`src/design/dfr_pkg.sv`:
```
// Shared types and constants for the datagram frame receiver.
// No dependencies; used by every module of the block except dfr_in_stage.
package dfr_pkg;

	// Item kinds
	localparam logic KIND_BYTE = 1'b0;
	localparam logic KIND_TICK = 1'b1;

	// Result kinds
	localparam logic [2:0] RK_PAYLOAD = 3'd0;
	localparam logic [2:0] RK_GOOD    = 3'd1;
	localparam logic [2:0] RK_BAD     = 3'd2;
	localparam logic [2:0] RK_TIMEOUT = 3'd3;
	localparam logic [2:0] RK_LENGTH  = 3'd4;

	// Frame position codes
	localparam logic [2:0] POS_IDLE    = 3'd0;
	localparam logic [2:0] POS_TYPE    = 3'd1;
	localparam logic [2:0] POS_SEQ_HI  = 3'd2;
	localparam logic [2:0] POS_SEQ_LO  = 3'd3;
	localparam logic [2:0] POS_CHK     = 3'd4;
	localparam logic [2:0] POS_LEN     = 3'd5;
	localparam logic [2:0] POS_PAYLOAD = 3'd6;

	localparam logic [7:0] PAYLOAD_MAX = 8'd64;

	// Register map (index by word address bit)
	localparam logic REG_MAGIC   = 1'b0;
	localparam logic REG_TIMEOUT = 1'b1;

	localparam logic [7:0]  MAGIC_RESET   = 8'd0;
	localparam logic [15:0] TIMEOUT_RESET = 16'd1000;

	typedef struct packed {
		logic [2:0]  kind;
		logic [7:0]  frame_type;
		logic [15:0] sequence_res;
		logic [7:0]  payload_length;
		logic [7:0]  payload_index;
		logic [7:0]  payload_byte;
		logic        last;
	} result_t;

	typedef struct packed {
		logic [1:0] cnt;
		result_t    r0;
		result_t    r1;
	} res_pair_t;

endpackage

```
`src/design/dfr_in_stage.sv`:
```
// Input register of the frame receiver: holds one item until the core takes it.
// Depends on nothing but the clock and reset.
module dfr_in_stage (
	input  logic       clk,
	input  logic       arst_n,
	input  logic       in_valid,
	output logic       in_stall,
	input  logic       kind,
	input  logic [7:0] rx_byte,
	input  logic       take,
	output logic       valid_s1,
	output logic       kind_s1,
	output logic [7:0] byte_s1
);

	assign in_stall = valid_s1 && !take;

	always_ff @(posedge clk or negedge arst_n) begin
		if (!arst_n) begin
			valid_s1 <= 1'b0;
		end else if (!in_stall) begin
			valid_s1 <= in_valid;
		end
	end

	always_ff @(posedge clk) begin
		if (!in_stall && in_valid) begin
			kind_s1 <= kind;
			byte_s1 <= rx_byte;
		end
	end

endmodule

```
`src/design/dfr_frame_core.sv`:
```
// Frame parser state and per-item decode: header capture, checksum, timeout.
// Uses dfr_pkg for codes and the result record types.
module dfr_frame_core #(
	parameter logic [7:0] PAYLOAD_MAX = dfr_pkg::PAYLOAD_MAX
) (
	input  logic               clk,
	input  logic               arst_n,
	input  logic               valid_s1,
	input  logic               kind_s1,
	input  logic [7:0]         byte_s1,
	input  logic               take,
	input  logic [7:0]         magic,
	input  logic [15:0]        timeout,
	output dfr_pkg::res_pair_t res
);

	logic [2:0]  pos_q, pos_n;
	logic [7:0]  type_q, type_n;
	logic [15:0] seq_q, seq_n;
	logic [7:0]  chk_q, chk_n;
	logic [7:0]  len_q, len_n;
	logic [7:0]  sum_q, sum_n;
	logic [15:0] wait_q, wait_n;
	logic [7:0]  idx_q, idx_n;
	logic [15:0] wait_inc;
	logic [2:0]  status;

	assign wait_inc = (wait_q == 16'hFFFF) ? wait_q : wait_q + 16'd1;

	always_comb begin
		pos_n  = pos_q;
		type_n = type_q;
		seq_n  = seq_q;
		chk_n  = chk_q;
		len_n  = len_q;
		sum_n  = sum_q;
		wait_n = wait_q;
		idx_n  = idx_q;
		res    = '0;
		if (pos_q == dfr_pkg::POS_IDLE) begin
			if (kind_s1 == dfr_pkg::KIND_BYTE && byte_s1 == magic) begin
				pos_n  = dfr_pkg::POS_TYPE;
				type_n = '0;
				seq_n  = '0;
				chk_n  = '0;
				len_n  = '0;
				sum_n  = '0;
				wait_n = '0;
				idx_n  = '0;
			end
		end else if (kind_s1 == dfr_pkg::KIND_TICK) begin
			wait_n = wait_inc;
			if (wait_inc >= timeout) begin
				res.cnt     = 2'd1;
				res.r0.kind = dfr_pkg::RK_TIMEOUT;
				res.r0.last = 1'b1;
				pos_n       = dfr_pkg::POS_IDLE;
			end
		end else begin
			wait_n = '0;
			unique case (pos_q)
				dfr_pkg::POS_TYPE: begin
					type_n = byte_s1;
					sum_n  = sum_q + byte_s1;
					pos_n  = dfr_pkg::POS_SEQ_HI;
				end
				dfr_pkg::POS_SEQ_HI: begin
					seq_n = {byte_s1, 8'd0};
					pos_n = dfr_pkg::POS_SEQ_LO;
				end
				dfr_pkg::POS_SEQ_LO: begin
					seq_n = {seq_q[15:8], byte_s1};
					sum_n = sum_q + byte_s1;
					pos_n = dfr_pkg::POS_CHK;
				end
				dfr_pkg::POS_CHK: begin
					chk_n = byte_s1;
					pos_n = dfr_pkg::POS_LEN;
				end
				dfr_pkg::POS_LEN: begin
					len_n = byte_s1;
					if (byte_s1 > PAYLOAD_MAX) begin
						res.cnt     = 2'd1;
						res.r0.kind = dfr_pkg::RK_LENGTH;
						res.r0.last = 1'b1;
						pos_n       = dfr_pkg::POS_IDLE;
					end else begin
						sum_n = sum_q + byte_s1;
						if (byte_s1 == 8'd0) begin
							// empty frame: status straight away
							res.cnt     = 2'd1;
							res.r0.kind = (sum_n == chk_q) ? dfr_pkg::RK_GOOD : dfr_pkg::RK_BAD;
							res.r0.last = 1'b1;
							pos_n       = dfr_pkg::POS_IDLE;
						end else begin
							pos_n = dfr_pkg::POS_PAYLOAD;
						end
					end
				end
				default: begin
					sum_n                = sum_q + byte_s1;
					res.r0.kind          = dfr_pkg::RK_PAYLOAD;
					res.r0.payload_index = idx_q;
					res.r0.payload_byte  = byte_s1;
					if ({1'b0, idx_q} + 9'd1 >= {1'b0, len_q}) begin
						// last payload byte: byte then status
						res.cnt     = 2'd2;
						res.r1.kind = (sum_n == chk_q) ? dfr_pkg::RK_GOOD : dfr_pkg::RK_BAD;
						res.r1.last = 1'b1;
						pos_n       = dfr_pkg::POS_IDLE;
					end else begin
						res.cnt     = 2'd1;
						res.r0.last = 1'b1;
						idx_n       = idx_q + 8'd1;
					end
				end
			endcase
		end
		res.r0.frame_type     = type_n;
		res.r0.sequence_res   = seq_n;
		res.r0.payload_length = len_n;
		res.r1.frame_type     = type_n;
		res.r1.sequence_res   = seq_n;
		res.r1.payload_length = len_n;
		status                = res.r1.kind;
	end

	always_ff @(posedge clk or negedge arst_n) begin
		if (!arst_n) begin
			pos_q  <= dfr_pkg::POS_IDLE;
			type_q <= '0;
			seq_q  <= '0;
			chk_q  <= '0;
			len_q  <= '0;
			sum_q  <= '0;
			wait_q <= '0;
			idx_q  <= '0;
		end else if (valid_s1 && take) begin
			pos_q  <= pos_n;
			type_q <= type_n;
			seq_q  <= seq_n;
			chk_q  <= chk_n;
			len_q  <= len_n;
			sum_q  <= sum_n;
			wait_q <= wait_n;
			idx_q  <= idx_n;
		end
	end

	a_idle_silent: assert property (@(posedge clk) disable iff (!arst_n)
		pos_q == dfr_pkg::POS_IDLE |-> res.cnt == 2'd0)
		else $error("result raised outside a frame");

	a_pair_shape: assert property (@(posedge clk) disable iff (!arst_n)
		res.cnt == 2'd2 |-> res.r0.kind == dfr_pkg::RK_PAYLOAD && !res.r0.last && res.r1.last
			&& (status == dfr_pkg::RK_GOOD || status == dfr_pkg::RK_BAD))
		else $error("two-result item is not payload then status");

	a_single_last: assert property (@(posedge clk) disable iff (!arst_n)
		res.cnt == 2'd1 |-> res.r0.last)
		else $error("single result not marked last");

endmodule

```
`src/design/dfr_out_queue.sv`:
```
// Two-entry result register queue feeding the output channel.
// Uses dfr_pkg result record types.
module dfr_out_queue (
	input  logic               clk,
	input  logic               arst_n,
	input  dfr_pkg::res_pair_t push,
	input  logic [1:0]         push_cnt,
	output logic [1:0]         room,
	input  logic               out_stall,
	output logic               out_valid,
	output dfr_pkg::result_t   head
);

	logic [1:0]       cnt_q;
	logic [1:0]       cnt_left;
	logic             pop;
	dfr_pkg::result_t slot0_q, slot1_q;
	dfr_pkg::result_t slot0_n, slot1_n;

	assign out_valid = (cnt_q != 2'd0);
	assign head      = slot0_q;
	assign pop       = out_valid && !out_stall;
	assign cnt_left  = cnt_q - {1'b0, pop};
	assign room      = 2'd2 - cnt_left;

	always_comb begin
		slot0_n = pop ? slot1_q : slot0_q;
		slot1_n = slot1_q;
		if (cnt_left == 2'd0) begin
			if (push_cnt != 2'd0) begin
				slot0_n = push.r0;
			end
			if (push_cnt == 2'd2) begin
				slot1_n = push.r1;
			end
		end else if (push_cnt != 2'd0) begin
			// append behind the held item
			slot1_n = push.r0;
		end
	end

	always_ff @(posedge clk or negedge arst_n) begin
		if (!arst_n) begin
			cnt_q <= 2'd0;
		end else begin
			cnt_q <= cnt_left + push_cnt;
		end
	end

	always_ff @(posedge clk) begin
		slot0_q <= slot0_n;
		slot1_q <= slot1_n;
	end

	a_no_overflow: assert property (@(posedge clk) disable iff (!arst_n)
		push_cnt <= room)
		else $error("results pushed beyond free entries");

	a_cnt_range: assert property (@(posedge clk) disable iff (!arst_n)
		cnt_q != 2'd3)
		else $error("queue count out of range");

endmodule

```
`src/design/datagram_frame_receiver_top.sv`:
```
// Top level of the datagram frame receiver: APB registers, input stage,
// frame core and output queue. Depends on dfr_pkg and the dfr_* modules.
// An accepted item waits in the input register, the frame core decodes it, and its
// results go to the output queue registers. Throughput: one item per cycle while the
// queue has room; the last payload byte yields two results for the two-entry queue.
// Reset (arst_n low) idles the parser, empties the queue, magic to 0, timeout to 1000.
module datagram_frame_receiver_top #(
	parameter logic [7:0] PAYLOAD_MAX = dfr_pkg::PAYLOAD_MAX
) (
	input  logic        clk,
	input  logic        arst_n,
	input  logic        psel,
	input  logic        penable,
	input  logic        pwrite,
	input  logic [2:0]  paddr,
	input  logic [31:0] pwdata,
	output logic [31:0] prdata,
	output logic        pready,
	input  logic        in_valid,
	output logic        in_stall,
	input  logic        kind,
	input  logic [7:0]  rx_byte,
	output logic        out_valid,
	input  logic        out_stall,
	output logic [2:0]  result_kind,
	output logic [7:0]  frame_type,
	output logic [15:0] sequence_res,
	output logic [7:0]  payload_length,
	output logic [7:0]  payload_index,
	output logic [7:0]  payload_byte,
	output logic        last_of_run
);

	logic [7:0]         magic_q;
	logic [15:0]        timeout_q;
	logic               valid_s1;
	logic               kind_s1;
	logic [7:0]         byte_s1;
	logic               take;
	logic [1:0]         room;
	logic [1:0]         push_cnt;
	dfr_pkg::res_pair_t res;
	dfr_pkg::result_t   head;

	assign pready = 1'b1;

	always_ff @(posedge clk or negedge arst_n) begin
		if (!arst_n) begin
			magic_q   <= dfr_pkg::MAGIC_RESET;
			timeout_q <= dfr_pkg::TIMEOUT_RESET;
		end else if (psel && penable && pwrite && pready) begin
			unique case (paddr[2])
				dfr_pkg::REG_MAGIC:   magic_q   <= pwdata[7:0];
				dfr_pkg::REG_TIMEOUT: timeout_q <= pwdata[15:0];
				default: ;
			endcase
		end
	end

	always_comb begin
		unique case (paddr[2])
			dfr_pkg::REG_MAGIC:   prdata = {24'd0, magic_q};
			dfr_pkg::REG_TIMEOUT: prdata = {16'd0, timeout_q};
			default:              prdata = '0;
		endcase
	end

	// take the held item only if its results fit in the queue
	assign take     = valid_s1 && (res.cnt <= room);
	assign push_cnt = take ? res.cnt : 2'd0;

	dfr_in_stage u_in (
		.clk      (clk),
		.arst_n   (arst_n),
		.in_valid (in_valid),
		.in_stall (in_stall),
		.kind     (kind),
		.rx_byte  (rx_byte),
		.take     (take),
		.valid_s1 (valid_s1),
		.kind_s1  (kind_s1),
		.byte_s1  (byte_s1)
	);

	dfr_frame_core #(
		.PAYLOAD_MAX (PAYLOAD_MAX)
	) u_core (
		.clk      (clk),
		.arst_n   (arst_n),
		.valid_s1 (valid_s1),
		.kind_s1  (kind_s1),
		.byte_s1  (byte_s1),
		.take     (take),
		.magic    (magic_q),
		.timeout  (timeout_q),
		.res      (res)
	);

	dfr_out_queue u_outq (
		.clk       (clk),
		.arst_n    (arst_n),
		.push      (res),
		.push_cnt  (push_cnt),
		.room      (room),
		.out_stall (out_stall),
		.out_valid (out_valid),
		.head      (head)
	);

	assign result_kind    = head.kind;
	assign frame_type     = head.frame_type;
	assign sequence_res   = head.sequence_res;
	assign payload_length = head.payload_length;
	assign payload_index  = head.payload_index;
	assign payload_byte   = head.payload_byte;
	assign last_of_run    = head.last;

endmodule

```
`config.mk`:
```
export PLATFORM = sky130hd
export DESIGN_NAME = datagram_frame_receiver_top
export DESIGN_NICKNAME = d
export VERILOG_FILES = /design/src/design/dfr_pkg.sv /design/src/design/dfr_in_stage.sv /design/src/design/dfr_frame_core.sv /design/src/design/dfr_out_queue.sv /design/src/design/datagram_frame_receiver_top.sv
export SDC_FILE = /design/constraint.sdc
export NUM_CORES = 1
export LEC_CHECK = 0
export BUFFER_PORTS_ARGS = -buffer_cell sky130_fd_sc_hd__buf_2
export CORE_MARGIN = 2
export CORE_UTILIZATION = 50
export CTS_CLUSTER_DIAMETER = 50
export DETAILED_ROUTE_END_ITERATION = 6
export HOLD_SLACK_MARGIN = 0.02
export PLACE_DENSITY = 0.76
export SLEW_MARGIN = 20
export SYNTH_ARGS = -nofsm -noshare
export SYNTH_HDL_FRONTEND = slang
export SYNTH_SLANG_ARGS = --single-unit
```
`constraint.sdc`:
```
create_clock -name clk -period 13.35 [get_ports clk]
set_clock_uncertainty 0.2 [all_clocks]
set_input_delay 2.0025 -clock clk [delete_from_list [all_inputs] [get_ports clk]]
set_output_delay 2.0025 -clock clk [all_outputs]
set_load 0.03 [all_outputs]
```
## Word level (Yosys, flattened, before mapping)

Index checks and enable logic that the tools add are counted.

- Register bits: 215
- Input bits: 51
- Output and inout port bits: 87
- Word-level logic and storage cells: 156

- Add/sub/neg operators: 7
- Magnitude comparators: 4
- Equality and inequality tests: 17
- Multiplexer cells: 68
- Bitwise operators: 2
- Reduce and logical (&&, ||, !) cells: 30

Operators by type and width:

| operator | number |
|---|---|
| 2-to-1 mux 52 bit | 6 |
| 2-to-1 mux 8 bit | 19 |
| 2-to-1 mux 16 bit | 9 |
| one-hot mux 32 bit (2 select lines) | 1 |
| one-hot mux 16 bit (2 select lines) | 1 |
| 2-to-1 mux 3 bit | 10 |
| 2-to-1 mux 20 bit | 1 |
| adder 16 x 1 -> 16 bit (second input constant) | 1 |
| == test 16 bit (second input constant) | 1 |
| == test 8 bit | 2 |
| greater-or-equal comparator 16 bit | 1 |
| one-hot mux 8 bit (2 select lines) | 1 |
| 2-to-1 mux 5 bit | 3 |
| one-hot mux 3 bit (5 select lines) | 1 |
| one-hot mux 5 bit (2 select lines) | 1 |
| AND reduction 5 bit | 2 |
| adder 8 x 1 -> 9 bit (second input constant) | 1 |
| greater-or-equal comparator 9 x 8 -> 1 bit | 1 |
| 2-to-1 mux 1 bit | 9 |
| adder 8 x 1 -> 8 bit (second input constant) | 1 |
| adder 8 bit | 1 |
| > comparator 8 x 7 -> 1 bit (second input constant) | 1 |
| logical AND 1 bit | 8 |
| logical NOT 8 bit | 1 |
| other kinds (26) | 45 |

## Depth between registers and ports, before layout

- Depth after elaboration: 14
- Mapped depth: 21
- Gate-level depth less buffers: 20

## Hierarchy

Synthesis repeated with hierarchy kept, for this count alone.

- Cell total of the unflattened synthesis: 1192
- Area total of the unflattened synthesis: 11903.9 um2

By module, submodules not included:

| module | times used | cells an instance | area an instance (um2) | sequential area each (um2) |
|---|---|---|---|---|
| dfr_frame_core | 1 | 669 | 5828.1 | 1876.8 |
| dfr_out_queue | 1 | 411 | 4421.7 | 2652.5 |
| datagram_frame_receiver_top | 1 | 98 | 1326.3 | 608.1 |
| dfr_in_stage | 1 | 14 | 327.8 | 295.3 |

## Worst setup path before layout

Ideal clock, no wire load.

- Kind: in2reg
- Start: input out_stall
- End: register u_outq.slot1_q[0] in the netlist's numbering (enable)
- Setup time: 0.462 ns
- Data arrival time: 6.465 ns
- Required time: 12.688 ns
- Slack: 6.223 ns
- Cell stages on the path: 12
- Path buffers: 2
- Path through: nand2b_1 > clkbuf_1 > inv_1 > ha_1 > xnor2_1 > ha_1 > ha_1 > nor2b_1 > o21ai_0 > nand2_1 > clkbuf_1 > nor2_1

- Word-level cells in the longest chain between the ends: 10
- Elaborated cells on any way between the ends: 13
- Classes of those cells: 2 x add/sub; 1 x order compare; 2 x eq/ne; 1 x mux; 7 x reduce/logical

Ends and longest elaborated chain:

| element | line | RTL |
|---|---|---|
| from (decl) | datagram_frame_receiver_top.sv:24 | `input logic out_stall,` |
| logical NOT 1 bit (*) | dfr_out_queue.sv:22 | `assign pop = out_valid && !out_stall;` |
| logical AND 1 bit (*) | dfr_out_queue.sv:22 |  |
| subtractor 2 x 1 -> 2 bit (*) | dfr_out_queue.sv:23 | `assign cnt_left = cnt_q - {1'b0, pop};` |
| subtractor 2 bit | dfr_out_queue.sv:24 | `assign room = 2'd2 - cnt_left;` |
| less-or-equal comparator 2 bit | datagram_frame_receiver_top.sv:69 | `assign take = valid_s1 && (res.cnt <= room);` |
| logical AND 1 bit | datagram_frame_receiver_top.sv:69 |  |
| 2-to-1 mux 2 bit | datagram_frame_receiver_top.sv:70 | `assign push_cnt = take ? res.cnt : 2'd0;` |
| == test 2 bit / nonzero test 2 bit (equally long branches) | dfr_out_queue.sv:33, dfr_out_queue.sv:36 |  |
| != test 2 bit (no line) / nonzero test 2 bit (equally long branches) | n/a |  |
| AND reduction 2 bit (no line) (*) | n/a |  |
| to (signal assigned) | dfr_out_queue.sv:52 | `slot1_q <= slot1_n;` |
| to (decl) | dfr_out_queue.sv:17 | `dfr_pkg::result_t slot0_q, slot1_q;` |

Every way passes the cells marked *; elsewhere a longest branch is shown, timed or not.
A chain may end at the register's enable or synchronous reset.

## Worst setup path in the final report

- Start: input out_stall
- End: output in_stall

- Word-level cells in the longest chain between the ends: 8

Ends and longest elaborated chain:

| element | line | RTL |
|---|---|---|
| logical NOT 1 bit | dfr_out_queue.sv:22 |  |
| logical AND 1 bit | dfr_out_queue.sv:22 |  |
| subtractor 2 x 1 -> 2 bit | dfr_out_queue.sv:23 |  |
| subtractor 2 bit | dfr_out_queue.sv:24 |  |
| less-or-equal comparator 2 bit | datagram_frame_receiver_top.sv:69 |  |
| logical AND 1 bit | datagram_frame_receiver_top.sv:69 |  |
| logical NOT 1 bit | dfr_in_stage.sv:16 | `assign in_stall = valid_s1 && !take;` |
| logical AND 1 bit | dfr_in_stage.sv:16 |  |
| to (decl) | datagram_frame_receiver_top.sv:20 | `output logic in_stall,` |

No other way between the ends.

==> impl_metrics.env <==
export IMPL_drtAntennaViolNets=0
export IMPL_path_class="input pin to output pin"
export IMPL_wl_mm=25.8
export IMPL_timing_critical_path_buf_inv=6
export IMPL_peakVddDrop_mv=0.163
export IMPL_antenna_cells=0
export IMPL_yosysMostFrequentCell="nand2_1"
export IMPL_crit_arrival_ps=5420
export IMPL_routed_via_density=5.64
export IMPL_vias=8305
export IMPL_max_freq_mhz=131
export IMPL_yosys_area_top_type="dfrtp_1"
export IMPL_worstMarginPinSlew_ps=1050
export IMPL_clk_latency_ps=530
export IMPL_seq_area_frac_synth_pct=48.3
export IMPL_slew_headroom_pct=29.3
export IMPL_fillers=1838
export IMPL_drtPass1Iterations=6
export IMPL_post_route_drc_count=0
export IMPL_synth_cells=1089
export IMPL_grt_overflow=0
export IMPL_ctsHoldBuffers=0
export IMPL_setup_viol=0
export IMPL_layout_drive_gt1_share_pct=19.5
export IMPL_clk_pin_slew_worst_paths_ps=60
export IMPL_synth_top_cell_area_share_pct=21.4
export IMPL_slowest_stage="buf_4"
export IMPL_sw_frac_of_total_pct=41.8
export IMPL_drt_initial_drc_count=715
export IMPL_port_buffers=102
export IMPL_area_growth_pct=14.0
export IMPL_synth_area_um2=11200
export IMPL_ys_flop_type="dfrtp_1"
export IMPL_synth_edf_count=61
export IMPL_finalSetupTns_ps=0
export IMPL_p_switching_uw=1350
export IMPL_yosysWarnings=0
export IMPL_grt_pass1_vias=8189
export IMPL_r2r_start="u_core.wait_q[0]"
export IMPL_cap_violations=0
export IMPL_status="finished, final reports clean"
export IMPL_slew_violations=0
export IMPL_start_kind="input pin"
export IMPL_synth_cell_types=72
export IMPL_critPathRequiredTime_ps=11150
export IMPL_grt_start_max_net_pins=72
export IMPL_wl_per_cell_um=17.5
export IMPL_end_kind="output pin"
export IMPL_start_util_pct=51.2
export IMPL_synthArstFlopShare_pct=47.4
export IMPL_nets=1262
export IMPL_track_usage_pct=21.8
export IMPL_path_max_fanout=53
export IMPL_rsz0062_at_grt="false"
export IMPL_synth_area_leaders="dfrtp_1 21%, edfxtp_1 16%, dfxtp_1 9.3%"
export IMPL_die_w_um=154
export IMPL_die_h_um=154
export IMPL_finalHoldViolCount=0
export IMPL_place_inst=1424
export IMPL_power_density_nw_per_um2=253
export IMPL_synth_seq_cells=215
export IMPL_power_frac_comb_pct=43.6
export IMPL_dpl_instance_area_um2=11900
export IMPL_antenna_found_initial=0
export IMPL_worstHoldStart="u_core.type_q[0]"
export IMPL_cts_resized=0
export IMPL_utilization_pct=58.3
export IMPL_cts_max_path_buffers=3
export IMPL_p_int_uw=1880
export IMPL_htree_levels=1
export IMPL_cts_tree="yes"
export IMPL_postCtsSetupBuffers=0
export IMPL_gp_congestion=0.889
export IMPL_synthTopCellsByCount="104 x nand2_1, 96 x dfrtp_1, 94 x mux2i_1"
export IMPL_clock_root_buffer="clkbuf_16"
export IMPL_fin_area_um2=12800
export IMPL_cts_buffers=26
export IMPL_core_area_um2=22000
export IMPL_path_cells="buf_2, nand2b_4, buf_4, inv_1, ha_1, xnor2_1, ha_1, ha_1, nor2b_1, o21ai_0, inv_1, nand2_1, inv_1, buf_2"
export IMPL_cp_top_family="buffers and inverters"
export IMPL_syn_area_per_cell_um2=10.3
export IMPL_ios=138
export IMPL_reg2reg_setup_slack_ps=6910
export IMPL_finalCritPeriodShare_pct=57.1
export IMPL_clock_power_share_pct=23.4
export IMPL_hold_ws_ps=281
export IMPL_clkSinkCount=215
export IMPL_final_cells=1472
export IMPL_hpwlAfterDp_mm=17.0
export IMPL_period_minus_slack_ps=7620
export IMPL_row_count=54
export IMPL_hp_class="register to register"
export IMPL_dieArea_um2=23700
export IMPL_startpoint="out_stall"
export IMPL_slowest_delay_ps=660
export IMPL_seq_power_share_pct=33.0
export IMPL_grt_pass1_wl_mm=42.1
export IMPL_leakagePower_uw=0.00579
-- metal layers --
metal	part of all wire, %	vias up	wire [um]	GRT usage (%)
met4	1.7	0	441	5.96
met3	5.2	35	1330	3.24
met1	47	4034	12100	30.7
li1	-	4003	-	-
met5	0	-	0	0
met2	46	233	11900	35.3
-- kinds of logic after synthesis --
| logic type | count (synthesis) | synth area share [%] |
|---|---|---|
| multiplexers | 137 | 12.7 |
| flip-flops | 215 | 48.3 |
| AND/OR/NAND/NOR | 296 | 13.2 |
| adder cells (fa/ha/maj) | 40 | 4.50 |
| AO/OA/AOI/OAI | 207 | 11.7 |
| other | 2 | 0.0668 |
| XOR/XNOR | 39 | 3.16 |
| buffers and inverters | 153 | 6.30 |
-- final cells by class --
cell class                 instances  area (um2)  area share, %
sequential                       215        5430           42.4
multi-input combinational        736        5180           40.4
clock buffer                      35         716           5.59
timing repair buffer             120         648           5.06
tap                              280         350           2.73
inverter                          73         274           2.14
clock inverter                    13         210           1.64
-- power groups by stage --
stage | logic [uW] | registers, uW | clock network (uW)
2_1_floorplan | 911 | 1200 | 0
6_report | 1410 | 1070 | 757
3_3_place_gp | 1360 | 1070 | 0
4_1_cts | 1410 | 1070 | 767
3_5_place_dp | 1400 | 1080 | 0
5_1_grt | 1550 | 1100 | 795
-- worst register-to-register path, cell delays in order (launching register included) --
cell and delay (ps):
dfrtp_1 430, ha_1 240, and4_1 170, and4_1 220, a21oi_1 400, and2_1 260
xor2_1 220, ha_1 290, a21oi_1 190, o21ai_0 90, a2111oi_0 360, buf_4 210
a221oi_2 100, or2b_1 230, ha_1 160, nor2b_1 40, o21ai_0 430, nand2_1 170
buf_4 320, nor2_1 300, and2_2 190, buf_4 700, mux2_2 430
-- registers in the layout, indices dropped and copies added, names as in the netlist --
name            count
u_core.pos_q        3
u_core.seq_q       16
u_in.kind_s1        1
u_core.chk_q        8
timeout_q          16
u_in.valid_s1       1
magic_q             8
u_core.wait_q      16
u_outq.cnt_q        2
u_outq.slot1_q     52
u_in.byte_s1        8
u_core.sum_q        8
u_core.len_q        8
u_outq.head        52
u_core.type_q       8
u_core.idx_q        8
-- layout by cell type, fill, tap and decap left out, types with 6 or more instances in the layout --
cell type	synthesis	layout
edfxtp_1	61	61
nor2_1	49	48
a211oi_1	8	7
conb_1	2	17
a31oi_1	13	13
dfxtp_1	52	52
mux2_2	41	41
or2_2	7	7
nand4_1	12	12
clkbuf_16	0	27
o21ai_0	72	72
mux2i_1	94	94
buf_4	18	19
nand2b_1	12	11
buf_2	4	101
a21oi_1	40	40
nand3_1	28	28
xnor2_1	22	22
a2bb2oi_1	6	6
a22o_1	10	10
inv_1	73	73
and3_1	22	22
ha_1	38	38
nor3_1	19	18
dfstp_2	6	6
xor2_1	16	16
o31ai_1	7	7
a21o_1	7	7
a22oi_1	10	10
dfrtp_1	96	96
nand2_1	104	104
and4_1	6	6
clkbuf_1	48	7
and2_1	12	11
-- per-stage QoR --
| stage | power [uW] | setup WS (ps) |
|---|---|---|
| 6_report | 3240 | 5730 |
| 4_1_cts | 3250 | 5790 |
| 2_1_floorplan | 2110 | 6220 |
| 5_1_grt | 3440 | 5490 |
| 3_5_place_dp | 2480 | 5830 |
| 3_3_place_gp | 2430 | 5870 |
-- final timing paths --
| kind | endpoint | depth (start not counted) |
|---|---|---|
| max | in_stall | 14 |
| min in group asynchronous | timeout_q[12] | 1 |
| min | u_core.type_q[0] | 2 |
| max reg2reg | u_outq.head[30] | 22 |
| max in group asynchronous | u_core.idx_q[5] | 2 |
| min reg2reg | u_core.type_q[0] | 2 |
Power figures use the tool's default switching activity.
